[config.mk]
export PLATFORM = sky130hd
export DESIGN_NAME = x86_prefix_scanner_unit
export DESIGN_NICKNAME = d
export VERILOG_FILES = /design/src/rtl/xps_pkg.sv /design/src/rtl/xps_front.sv /design/src/rtl/xps_queue.sv /design/src/rtl/xps_back.sv /design/src/rtl/x86_prefix_scanner_unit.sv
export SDC_FILE = /design/constraint.sdc
export NUM_CORES = 1
export LEC_CHECK = 0
export BUFFER_PORTS_ARGS = -buffer_cell sky130_fd_sc_hd__clkbuf_2
export CAP_MARGIN = 20
export CORE_MARGIN = 4
export CORE_UTILIZATION = 50
export DETAILED_ROUTE_END_ITERATION = 10
export GPL_TIMING_DRIVEN = 0
export PLACE_DENSITY = 0.78
export SYNTH_ARGS = -nofsm -noshare
export SYNTH_HDL_FRONTEND = slang
export SYNTH_HIERARCHICAL = 1
export SYNTH_SLANG_ARGS = --single-unit
export TNS_END_PERCENT = 5
[constraint.sdc]
create_clock -name clk -period 2.7 [get_ports clk]
set_input_delay 0.27 -clock clk [delete_from_list [all_inputs] [get_ports clk]]
set_output_delay 0.27 -clock clk [all_outputs]
set_load 0.05 [all_outputs]
[src/rtl/xps_pkg.sv]
// ----------------------------------------------------------------------------
// xps_pkg
// Shared types, byte codes and helpers for the x86 prefix scanner.
// ----------------------------------------------------------------------------
package xps_pkg;

  localparam logic [7:0] PFX_LOCK  = 8'hF0;
  localparam logic [7:0] PFX_REPNE = 8'hF2;
  localparam logic [7:0] PFX_REP   = 8'hF3;
  localparam logic [7:0] PFX_ES    = 8'h26;
  localparam logic [7:0] PFX_CS    = 8'h2E;
  localparam logic [7:0] PFX_SS    = 8'h36;
  localparam logic [7:0] PFX_DS    = 8'h3E;
  localparam logic [7:0] PFX_FS    = 8'h64;
  localparam logic [7:0] PFX_GS    = 8'h65;
  localparam logic [7:0] PFX_OPSZ  = 8'h66;
  localparam logic [7:0] PFX_ADSZ  = 8'h67;
  localparam logic [7:0] OP_ESCAPE = 8'h0F;

  localparam logic [3:0] COUNT_MAX = 4'hF;

  localparam logic [1:0] STATUS_OK         = 2'd0;
  localparam logic [1:0] STATUS_ILLEGAL    = 2'd1;
  localparam logic [1:0] STATUS_INCOMPLETE = 2'd2;

  localparam logic [1:0] REP_NONE  = 2'd0;
  localparam logic [1:0] REP_NE    = 2'd1;
  localparam logic [1:0] REP_E     = 2'd2;

  localparam logic [2:0] SEG_NONE = 3'd0;
  localparam logic [2:0] SEG_ES   = 3'd1;
  localparam logic [2:0] SEG_CS   = 3'd2;
  localparam logic [2:0] SEG_SS   = 3'd3;
  localparam logic [2:0] SEG_DS   = 3'd4;
  localparam logic [2:0] SEG_FS   = 3'd5;
  localparam logic [2:0] SEG_GS   = 3'd6;

  localparam int OUT_BITS = 24;
  localparam int ADDR_BITS = 3;
  localparam logic [0:0] REG_MODE_16BIT = 1'b0;

  typedef struct packed {
    logic [1:0] status;
    logic [3:0] prefix_count;
    logic       lock_seen;
    logic [1:0] rep_kind;
    logic [2:0] segment_override;
    logic [1:0] size_flags;
    logic [7:0] opcode_byte;
  } rec_t;

  typedef struct packed {
    logic full;
    logic empty;
  } q_stat_t;

  function automatic logic [2:0] seg_of(input logic [7:0] b);
    logic [2:0] s;
    case (b)
      PFX_ES:  s = SEG_ES;
      PFX_CS:  s = SEG_CS;
      PFX_SS:  s = SEG_SS;
      PFX_DS:  s = SEG_DS;
      PFX_FS:  s = SEG_FS;
      PFX_GS:  s = SEG_GS;
      default: s = SEG_NONE;
    endcase
    return s;
  endfunction

endpackage

[src/rtl/xps_front.sv]
// ----------------------------------------------------------------------------
// xps_front
// Classifies each accepted byte, tracks collected prefixes and pushes one
// result record per finished scan.
// ----------------------------------------------------------------------------
module xps_front (
  input  logic        clk,
  input  logic        rst,
  input  logic        accept,
  input  logic [7:0]  code_byte,
  input  logic        begin_insn,
  input  logic        last_in_buffer,
  output logic        push,
  output xps_pkg::rec_t push_rec
);
  import xps_pkg::*;

  typedef struct packed {
    logic       scanning;
    logic [3:0] count;
    logic       lock;
    logic       repne;
    logic       rep;
    logic [2:0] seg;
    logic [1:0] size;
    logic       illegal;
  } scan_t;

  scan_t scan;
  scan_t base;
  scan_t scan_next;
  logic [2:0] seg;
  logic       is_pref;
  logic       result;

  always_comb begin
    base = scan;
    if (begin_insn) begin
      base = '0;
      base.scanning = 1'b1;
    end
    scan_next = base;
    seg = seg_of(code_byte);
    is_pref = 1'b1;
    if (seg != SEG_NONE) begin
      if (base.seg != SEG_NONE) scan_next.illegal = 1'b1;
      else scan_next.seg = seg;
    end else if (code_byte == PFX_LOCK) begin
      if (base.lock) scan_next.illegal = 1'b1;
      else scan_next.lock = 1'b1;
    end else if (code_byte == PFX_REPNE) begin
      if (base.rep) scan_next.illegal = 1'b1;
      else scan_next.repne = 1'b1;
    end else if (code_byte == PFX_REP) begin
      if (base.repne) scan_next.illegal = 1'b1;
      else scan_next.rep = 1'b1;
    end else if (code_byte == PFX_OPSZ) begin
      scan_next.size[0] = 1'b1;
    end else if (code_byte == PFX_ADSZ) begin
      scan_next.size[1] = 1'b1;
    end else begin
      is_pref = 1'b0;
    end
    if (is_pref && base.count != COUNT_MAX) scan_next.count = base.count + 4'd1;
    result = base.scanning && (!is_pref || last_in_buffer);
    if (!base.scanning) scan_next = base;
    if (result) scan_next.scanning = 1'b0;

    push_rec.prefix_count     = scan_next.count;
    push_rec.lock_seen        = scan_next.lock;
    push_rec.rep_kind         = scan_next.repne ? REP_NE : (scan_next.rep ? REP_E : REP_NONE);
    push_rec.segment_override = scan_next.seg;
    push_rec.size_flags       = scan_next.size;
    push_rec.opcode_byte      = 8'd0;
    if (scan_next.illegal) begin
      push_rec.status = STATUS_ILLEGAL;
    end else if (is_pref || (code_byte == OP_ESCAPE && last_in_buffer)) begin
      push_rec.status = STATUS_INCOMPLETE;
    end else begin
      push_rec.status      = STATUS_OK;
      push_rec.opcode_byte = code_byte;
    end
  end

  assign push = accept && result;

  always_ff @(posedge clk) begin
    if (rst) begin
      scan <= '0;
    end else if (accept) begin
      scan <= scan_next;
    end
  end

endmodule

[src/rtl/xps_queue.sv]
// ----------------------------------------------------------------------------
// xps_queue
// Short register queue of result records between front and back.
// ----------------------------------------------------------------------------
module xps_queue #(
  parameter int DEPTH = 2
) (
  input  logic          clk,
  input  logic          rst,
  input  logic          push,
  input  xps_pkg::rec_t push_rec,
  input  logic          pop,
  output xps_pkg::rec_t head_rec,
  output xps_pkg::q_stat_t stat
);
  import xps_pkg::*;

  localparam int PW = (DEPTH > 1) ? $clog2(DEPTH) : 1;
  localparam int CW = $clog2(DEPTH + 1);
  localparam logic [PW-1:0] LAST_PTR = PW'(DEPTH - 1);
  localparam logic [CW-1:0] FULL_CNT = CW'(DEPTH);

  rec_t          mem [DEPTH];
  logic [PW-1:0] wr_ptr;
  logic [PW-1:0] rd_ptr;
  logic [CW-1:0] count;
  logic          do_push;
  logic          do_pop;

  assign stat.full  = (count == FULL_CNT);
  assign stat.empty = (count == '0);
  assign do_push    = push && !stat.full;
  assign do_pop     = pop && !stat.empty;
  assign head_rec   = mem[rd_ptr];

  always_ff @(posedge clk) begin
    if (do_push) mem[wr_ptr] <= push_rec;
  end

  always_ff @(posedge clk) begin
    if (rst) begin
      wr_ptr <= '0;
      rd_ptr <= '0;
      count  <= '0;
    end else begin
      if (do_push) wr_ptr <= (wr_ptr == LAST_PTR) ? '0 : wr_ptr + 1'b1;
      if (do_pop)  rd_ptr <= (rd_ptr == LAST_PTR) ? '0 : rd_ptr + 1'b1;
      if (do_push && !do_pop) count <= count + 1'b1;
      else if (do_pop && !do_push) count <= count - 1'b1;
    end
  end

endmodule

[src/rtl/xps_back.sv]
// ----------------------------------------------------------------------------
// xps_back
// Pops result records, resolves effective sizes and holds the output register.
// ----------------------------------------------------------------------------
module xps_back (
  input  logic                          clk,
  input  logic                          rst,
  input  xps_pkg::q_stat_t              stat,
  input  xps_pkg::rec_t                 head_rec,
  input  logic                          mode_16bit,
  output logic                          pop,
  output logic                          m_tvalid,
  input  logic                          m_tready,
  output logic [xps_pkg::OUT_BITS-1:0]  m_tdata
);
  import xps_pkg::*;

  logic operand_32;
  logic address_32;

  assign pop        = !stat.empty && (!m_tvalid || m_tready);
  assign operand_32 = mode_16bit ^ !head_rec.size_flags[0];
  assign address_32 = mode_16bit ^ !head_rec.size_flags[1];

  always_ff @(posedge clk) begin
    if (rst) begin
      m_tvalid <= 1'b0;
    end else if (pop) begin
      m_tvalid <= 1'b1;
    end else if (m_tready) begin
      m_tvalid <= 1'b0;
    end
  end

  always_ff @(posedge clk) begin
    if (pop) begin
      m_tdata <= {2'b00, head_rec.opcode_byte, address_32, operand_32,
                  head_rec.segment_override, head_rec.rep_kind, head_rec.lock_seen,
                  head_rec.prefix_count, head_rec.status};
    end
  end

endmodule

[src/rtl/x86_prefix_scanner_unit.sv]
// ----------------------------------------------------------------------------
// x86_prefix_scanner_unit
// Legacy prefix scanner for x86 instruction bytes with an APB mode register.
// ----------------------------------------------------------------------------
// One byte is accepted every clock cycle while the result queue has room. The
// front classifies each byte in the cycle it is accepted; the result of a
// finished scan enters the queue at that edge and moves on to the output
// register once that register is empty or being taken, and is shown from there.
// The queue depth (QUEUE_DEPTH) sets how many results can wait behind a
// stalled output before s_tready drops.
module x86_prefix_scanner_unit #(
  parameter int QUEUE_DEPTH = 2
) (
  input  logic                           clk,
  input  logic                           rst,
  // s_tdata: [7:0] code_byte
  input  logic [7:0]                     s_tdata,
  // s_tuser: [0] begin_insn
  input  logic                           s_tuser,
  input  logic                           s_tlast,
  input  logic                           s_tvalid,
  output logic                           s_tready,
  // m_tdata: [1:0] status, [5:2] prefix_count, [6] lock_seen, [8:7] rep_kind,
  //          [11:9] segment_override, [12] operand_32, [13] address_32,
  //          [21:14] opcode_byte, [23:22] zero
  output logic [xps_pkg::OUT_BITS-1:0]   m_tdata,
  output logic                           m_tvalid,
  input  logic                           m_tready,
  input  logic                           psel,
  input  logic                           penable,
  input  logic                           pwrite,
  input  logic [xps_pkg::ADDR_BITS-1:0]  paddr,
  input  logic [31:0]                    pwdata,
  output logic [31:0]                    prdata,
  output logic                           pready
);
  import xps_pkg::*;

  logic    mode_16bit;
  logic    accept;
  logic    push;
  logic    pop;
  rec_t    push_rec;
  rec_t    head_rec;
  q_stat_t q_stat;
  logic    reg_write;
  logic    reg_hit;

  assign pready    = 1'b1;
  assign reg_hit   = (paddr[ADDR_BITS-1:2] == REG_MODE_16BIT) && (paddr[1:0] == 2'b00);
  assign reg_write = psel && penable && pwrite && pready && reg_hit;
  assign prdata    = reg_hit ? {31'd0, mode_16bit} : 32'd0;

  always_ff @(posedge clk) begin
    if (rst) begin
      mode_16bit <= 1'b0;
    end else if (reg_write) begin
      mode_16bit <= pwdata[0];
    end
  end

  assign s_tready = !q_stat.full;
  assign accept   = s_tvalid && s_tready;

  xps_front u_front (
    .clk            (clk),
    .rst            (rst),
    .accept         (accept),
    .code_byte      (s_tdata),
    .begin_insn     (s_tuser),
    .last_in_buffer (s_tlast),
    .push           (push),
    .push_rec       (push_rec)
  );

  xps_queue #(
    .DEPTH (QUEUE_DEPTH)
  ) u_queue (
    .clk      (clk),
    .rst      (rst),
    .push     (push),
    .push_rec (push_rec),
    .pop      (pop),
    .head_rec (head_rec),
    .stat     (q_stat)
  );

  xps_back u_back (
    .clk        (clk),
    .rst        (rst),
    .stat       (q_stat),
    .head_rec   (head_rec),
    .mode_16bit (mode_16bit),
    .pop        (pop),
    .m_tvalid   (m_tvalid),
    .m_tready   (m_tready),
    .m_tdata    (m_tdata)
  );

`ifndef SYNTH
  a_drain_queue: assert property (@(posedge clk) disable iff (rst)
    (!q_stat.empty && !m_tvalid) |=> m_tvalid)
    else $error("queued result not moved to output");

  a_valid_drop: assert property (@(posedge clk) disable iff (rst)
    $fell(m_tvalid) |-> $past(m_tready))
    else $error("output dropped without handshake");

  a_mode_write: assert property (@(posedge clk) disable iff (rst)
    reg_write |=> (mode_16bit == $past(pwdata[0])))
    else $error("mode register not updated");
`endif

endmodule
==> impl_metrics.ini <==
[grt]
grt_max_degree = 24
overflow = 0
antenna_found_initial = 0
grt_pass1_wl_microns = 13200
grt_use_total_pct = 17.1
grt_pass1_vias = 2723

[placed_design]
dp_cells = 512
io_buffer_count = 45
gp_congestion = 0.907
hpwl_microns = 5750

[cts]
hold_buffers = 0
insertion_delay_ns = 0.35
cts_tree = yes
htree_levels = 3
path_clk_slew_ns = 0.08
cts.sinks = 87
root_buffer = clkbuf_8
cts_inserted_buffers = 9
cts_buffer_depth = 2

[setup_path]
path_max_fanout = 11
arrival_ns = 2.55
rr_startpoint = u_queue/count[0]
path_class = in -> reg
r2r_slack_ns = 0.31
cp-end-kind = register
max_stage_delay_ns = 0.49
crit_top_cell = buf_6
slowest_stage = or4b_4
timing.rr.end = u_queue/count[1]
cp-start-kind = input pin
critPathRequiredTime_ns = 2.72
cp_cell_sequence = clkbuf_2, nand2b_2, or4b_4, buf_6, and3_4, buf_6, nor2_2, nor2_1, inv_1, or3_1, clkinvlp_4
r2r_cells = 7
path_delay_family = simple AND/OR/NAND/NOR gates
path_buf_inv = 5

[min_path]
holdPathEnd = mode_16bit
hold_class = in -> reg
min_path_cells = 3
hp-start = pwdata[0]

[finish]
area_delta_synth_final_pct = 17.2
drive_gt1_share_pct = 37.0
nNetsFinal = 476
multi_input_area_sq_um = 1370
ff_latch_area_sq_um = 2400
diodes = 0
fin_cells = 529
fillers = 651

[floorplanning]
design.core.area_sq_um = 7890
start_util_pct = 52.3
boundaryPins = 111
die_width_microns = 98.8
dieArea_sq_um = 9760
die_h_microns = 98.8
fp-row-count = 32

[synth]
synthCells = 334
ys_types = 60
syn_area_sq_um = 4120
ys.flop_type = edfxtp_1
avgSynthCellArea_sq_um = 12.3
yosysSeqAreaShare_pct = 58.3
async_reset_ff_share_pct = 0
ys_ff_latch = 87
yosys_warnings = 6
synth-edff-count = 66

[timing]
max_freq_mhz = 394
relSlewSlack_pct = 54.5
layout_min_cycle_time_ns = 2.54
holdWs_ns = 0.149
report.final.slew_viol_count = 0
fin_worst_skew_ns = 0.00750
finalSetupViolations = 0
rsz0062_at_grt = false
min_period_over_period_pct = 93.9
finalHoldViolCount = 0
max_slew.worst_pin.slew_ns = 0.682

[pwr]
comb_power_share_pct = 31.5
sequentialPowerShare_pct = 44.4
power_density_nw_per_um2 = 846
ir_drop_mv = 0.331
p_switching_uw = 1500
internal_power_uw = 2590
swShare_pct = 36.6
p_clk_share_pct = 24.1
power_uw = 4090
power.leakage_uw = 0.00196

[drt]
routed_wirelength_microns = 8190
first_pass_iters = 5
drc = 0
via_per_inst = 5.16
drt-initial-drc-count = 173
avgRoutedWirePerCell_microns = 15.5
vias = 2727
final_antenna_net_count = 0

[outcome]
status = completed

[flow_run]
maxCapViolCount = 0
registers in the layout, summed over array words and instances (netlist names), named ones only:
register and flops:
u_queue/rd_ptr 1, u_queue/wr_ptr 1, u_back/m_tdata 22, mode_16bit 1, u_front/scan 14, u_queue/count 2, u_back/m_tvalid 1, u_queue/mem 44
worst max-delay path by stage:
| stage | startpoint | to | slack (ns) | cells after the start |
|---|---|---|---|---|
| after CTS | u_queue/count[0] | u_queue/mem[0][0] | 0.05 | 7 |
| after global routing | u_queue/count[0] | u_queue/count[1] | 0.01 | 7 |
| after floorplan | s_tdata[7] | u_queue/count[1] | 0.22 | 12 |
| final | s_tdata[0] | u_queue/mem[0][19] | 0.16 | 11 |
| after detailed placement | s_tdata[3] | u_queue/mem[1][5] | -0.33 | 10 |
| after global placement | s_tdata[3] | u_queue/mem[1][21] | -0.29 | 10 |
cell usage after synthesis, types with 2 or more instances:
cell type,number,area [sq um]
ha_1,2,25.0
or2_2,2,12.5
nor2b_1,3,18.8
o41ai_1,2,17.5
nor2_1,24,90.1
mux2_2,24,270
nor3_1,6,30.0
o21ai_0,8,40.0
inv_1,12,45.0
nand2_1,18,67.6
xor2_1,4,35.0
xnor2_1,4,35.0
o21a_1,4,30.0
a32oi_1,3,26.3
dfxtp_1,21,420
conb_1,3,11.3
buf_4,46,345
clkbuf_1,2,7.51
o32ai_1,2,17.5
a21o_1,2,15.0
a21oi_1,9,45.0
a22o_1,2,17.5
a22oi_1,3,22.5
mux2i_1,2,20.0
buf_2,4,20.0
nand3b_1,2,15.0
nand2b_1,4,25.0
nor4b_1,5,43.8
edfxtp_1,66,1980
nand3_1,6,30.0
a31oi_1,3,18.8
or4_1,3,22.5
or3_1,4,25.0
buf_6,3,33.8
layer usage:
layer	vias up	global-route usage [%]	routed length (microns)
met5	-	0	0
met4	0	7.98	214
met3	16	4.53	502
met2	95	29.0	4230
met1	1304	20.2	3250
li1	1312	-	-
cells by family after synthesis:
group | synth area share (%)
xor gates and xnor gates | 1.70
buffers and inverters | 11.5
and+or+nand+nor | 12.3
muxes | 7.04
DFF | 58.3
other | 0.273
adders and majority gates | 0.607
AOI/OAI and AO/OA | 8.35
cell type report:
cell class                 count  share of cell area, %
buffer                        57                   8.88
tap                          102                   2.64
timing repair inverter         1                  0.155
clock buffer                  10                   2.64
sequential                    87                   49.7
timing repair buffer          45                   4.66
multi-input combinational    209                   28.4
clock inverter                 6                   1.92
inverter                      12                   1.01
power groups by stage:
stage	Combinational, uW	Sequential [uW]	Clock (uW)
2_1_floorplan	578	2270	0
3_3_place_gp	1260	1840	0
4_1_cts	1300	1820	1010
6_report	1290	1820	987
5_1_grt	1380	1830	1080
3_5_place_dp	1290	1850	0
stage by stage:
| step | util [%] | cell area, sq um | setup TNS [ns] | worst slack, ns |
|---|---|---|---|---|
| 2_1_floorplan | - | 4240 | 0 | 0.217 |
| 3_3_place_gp | 58.2 | 4590 | -11.83 | -0.294 |
| 3_5_place_dp | 58.2 | 4590 | -14.19 | -0.332 |
| 4_1_cts | 61.2 | 4820 | 0 | 0.0463 |
| 5_1_grt | 61.3 | 4830 | 0 | 0.0117 |
| 6_report | 61.3 | 4830 | 0 | 0.164 |
cells in the final DEF (no fill, tap or decap), types with 3 or more instances in the layout:
| master | instances |
|---|---|
| xor2_1 | 4 |
| or3_1 | 4 |
| nand2b_1 | 4 |
| nor2_1 | 23 |
| buf_4 | 46 |
| buf_6 | 3 |
| inv_1 | 11 |
| xnor2_1 | 4 |
| buf_2 | 4 |
| o21ai_0 | 8 |
| a22oi_1 | 3 |
| dfxtp_1 | 21 |
| a32oi_1 | 3 |
| nor3_1 | 6 |
| clkbuf_1 | 3 |
| conb_1 | 34 |
| nor4b_1 | 5 |
| o21a_1 | 4 |
| nand3_1 | 6 |
| edfxtp_1 | 66 |
| nand2_1 | 18 |
| mux2_2 | 24 |
| clkinvlp_4 | 4 |
| clkbuf_2 | 45 |
| clkbuf_8 | 9 |
| a31oi_1 | 3 |
| a21oi_1 | 9 |
timing repair:
item | CTS | global route
gates cloned | 0 | 1
gates resized for setup | 4 | 2
setup buffers | 0 | 0
setup endpoints to repair | 44 | 44
worst min-delay path, cell delays in order:
cell and delay [ns]:
clkbuf_2 0.08, nand2b_1 0.05, mux2i_1 0.05
No activity file was read; power rests on OpenSTA's default activity.
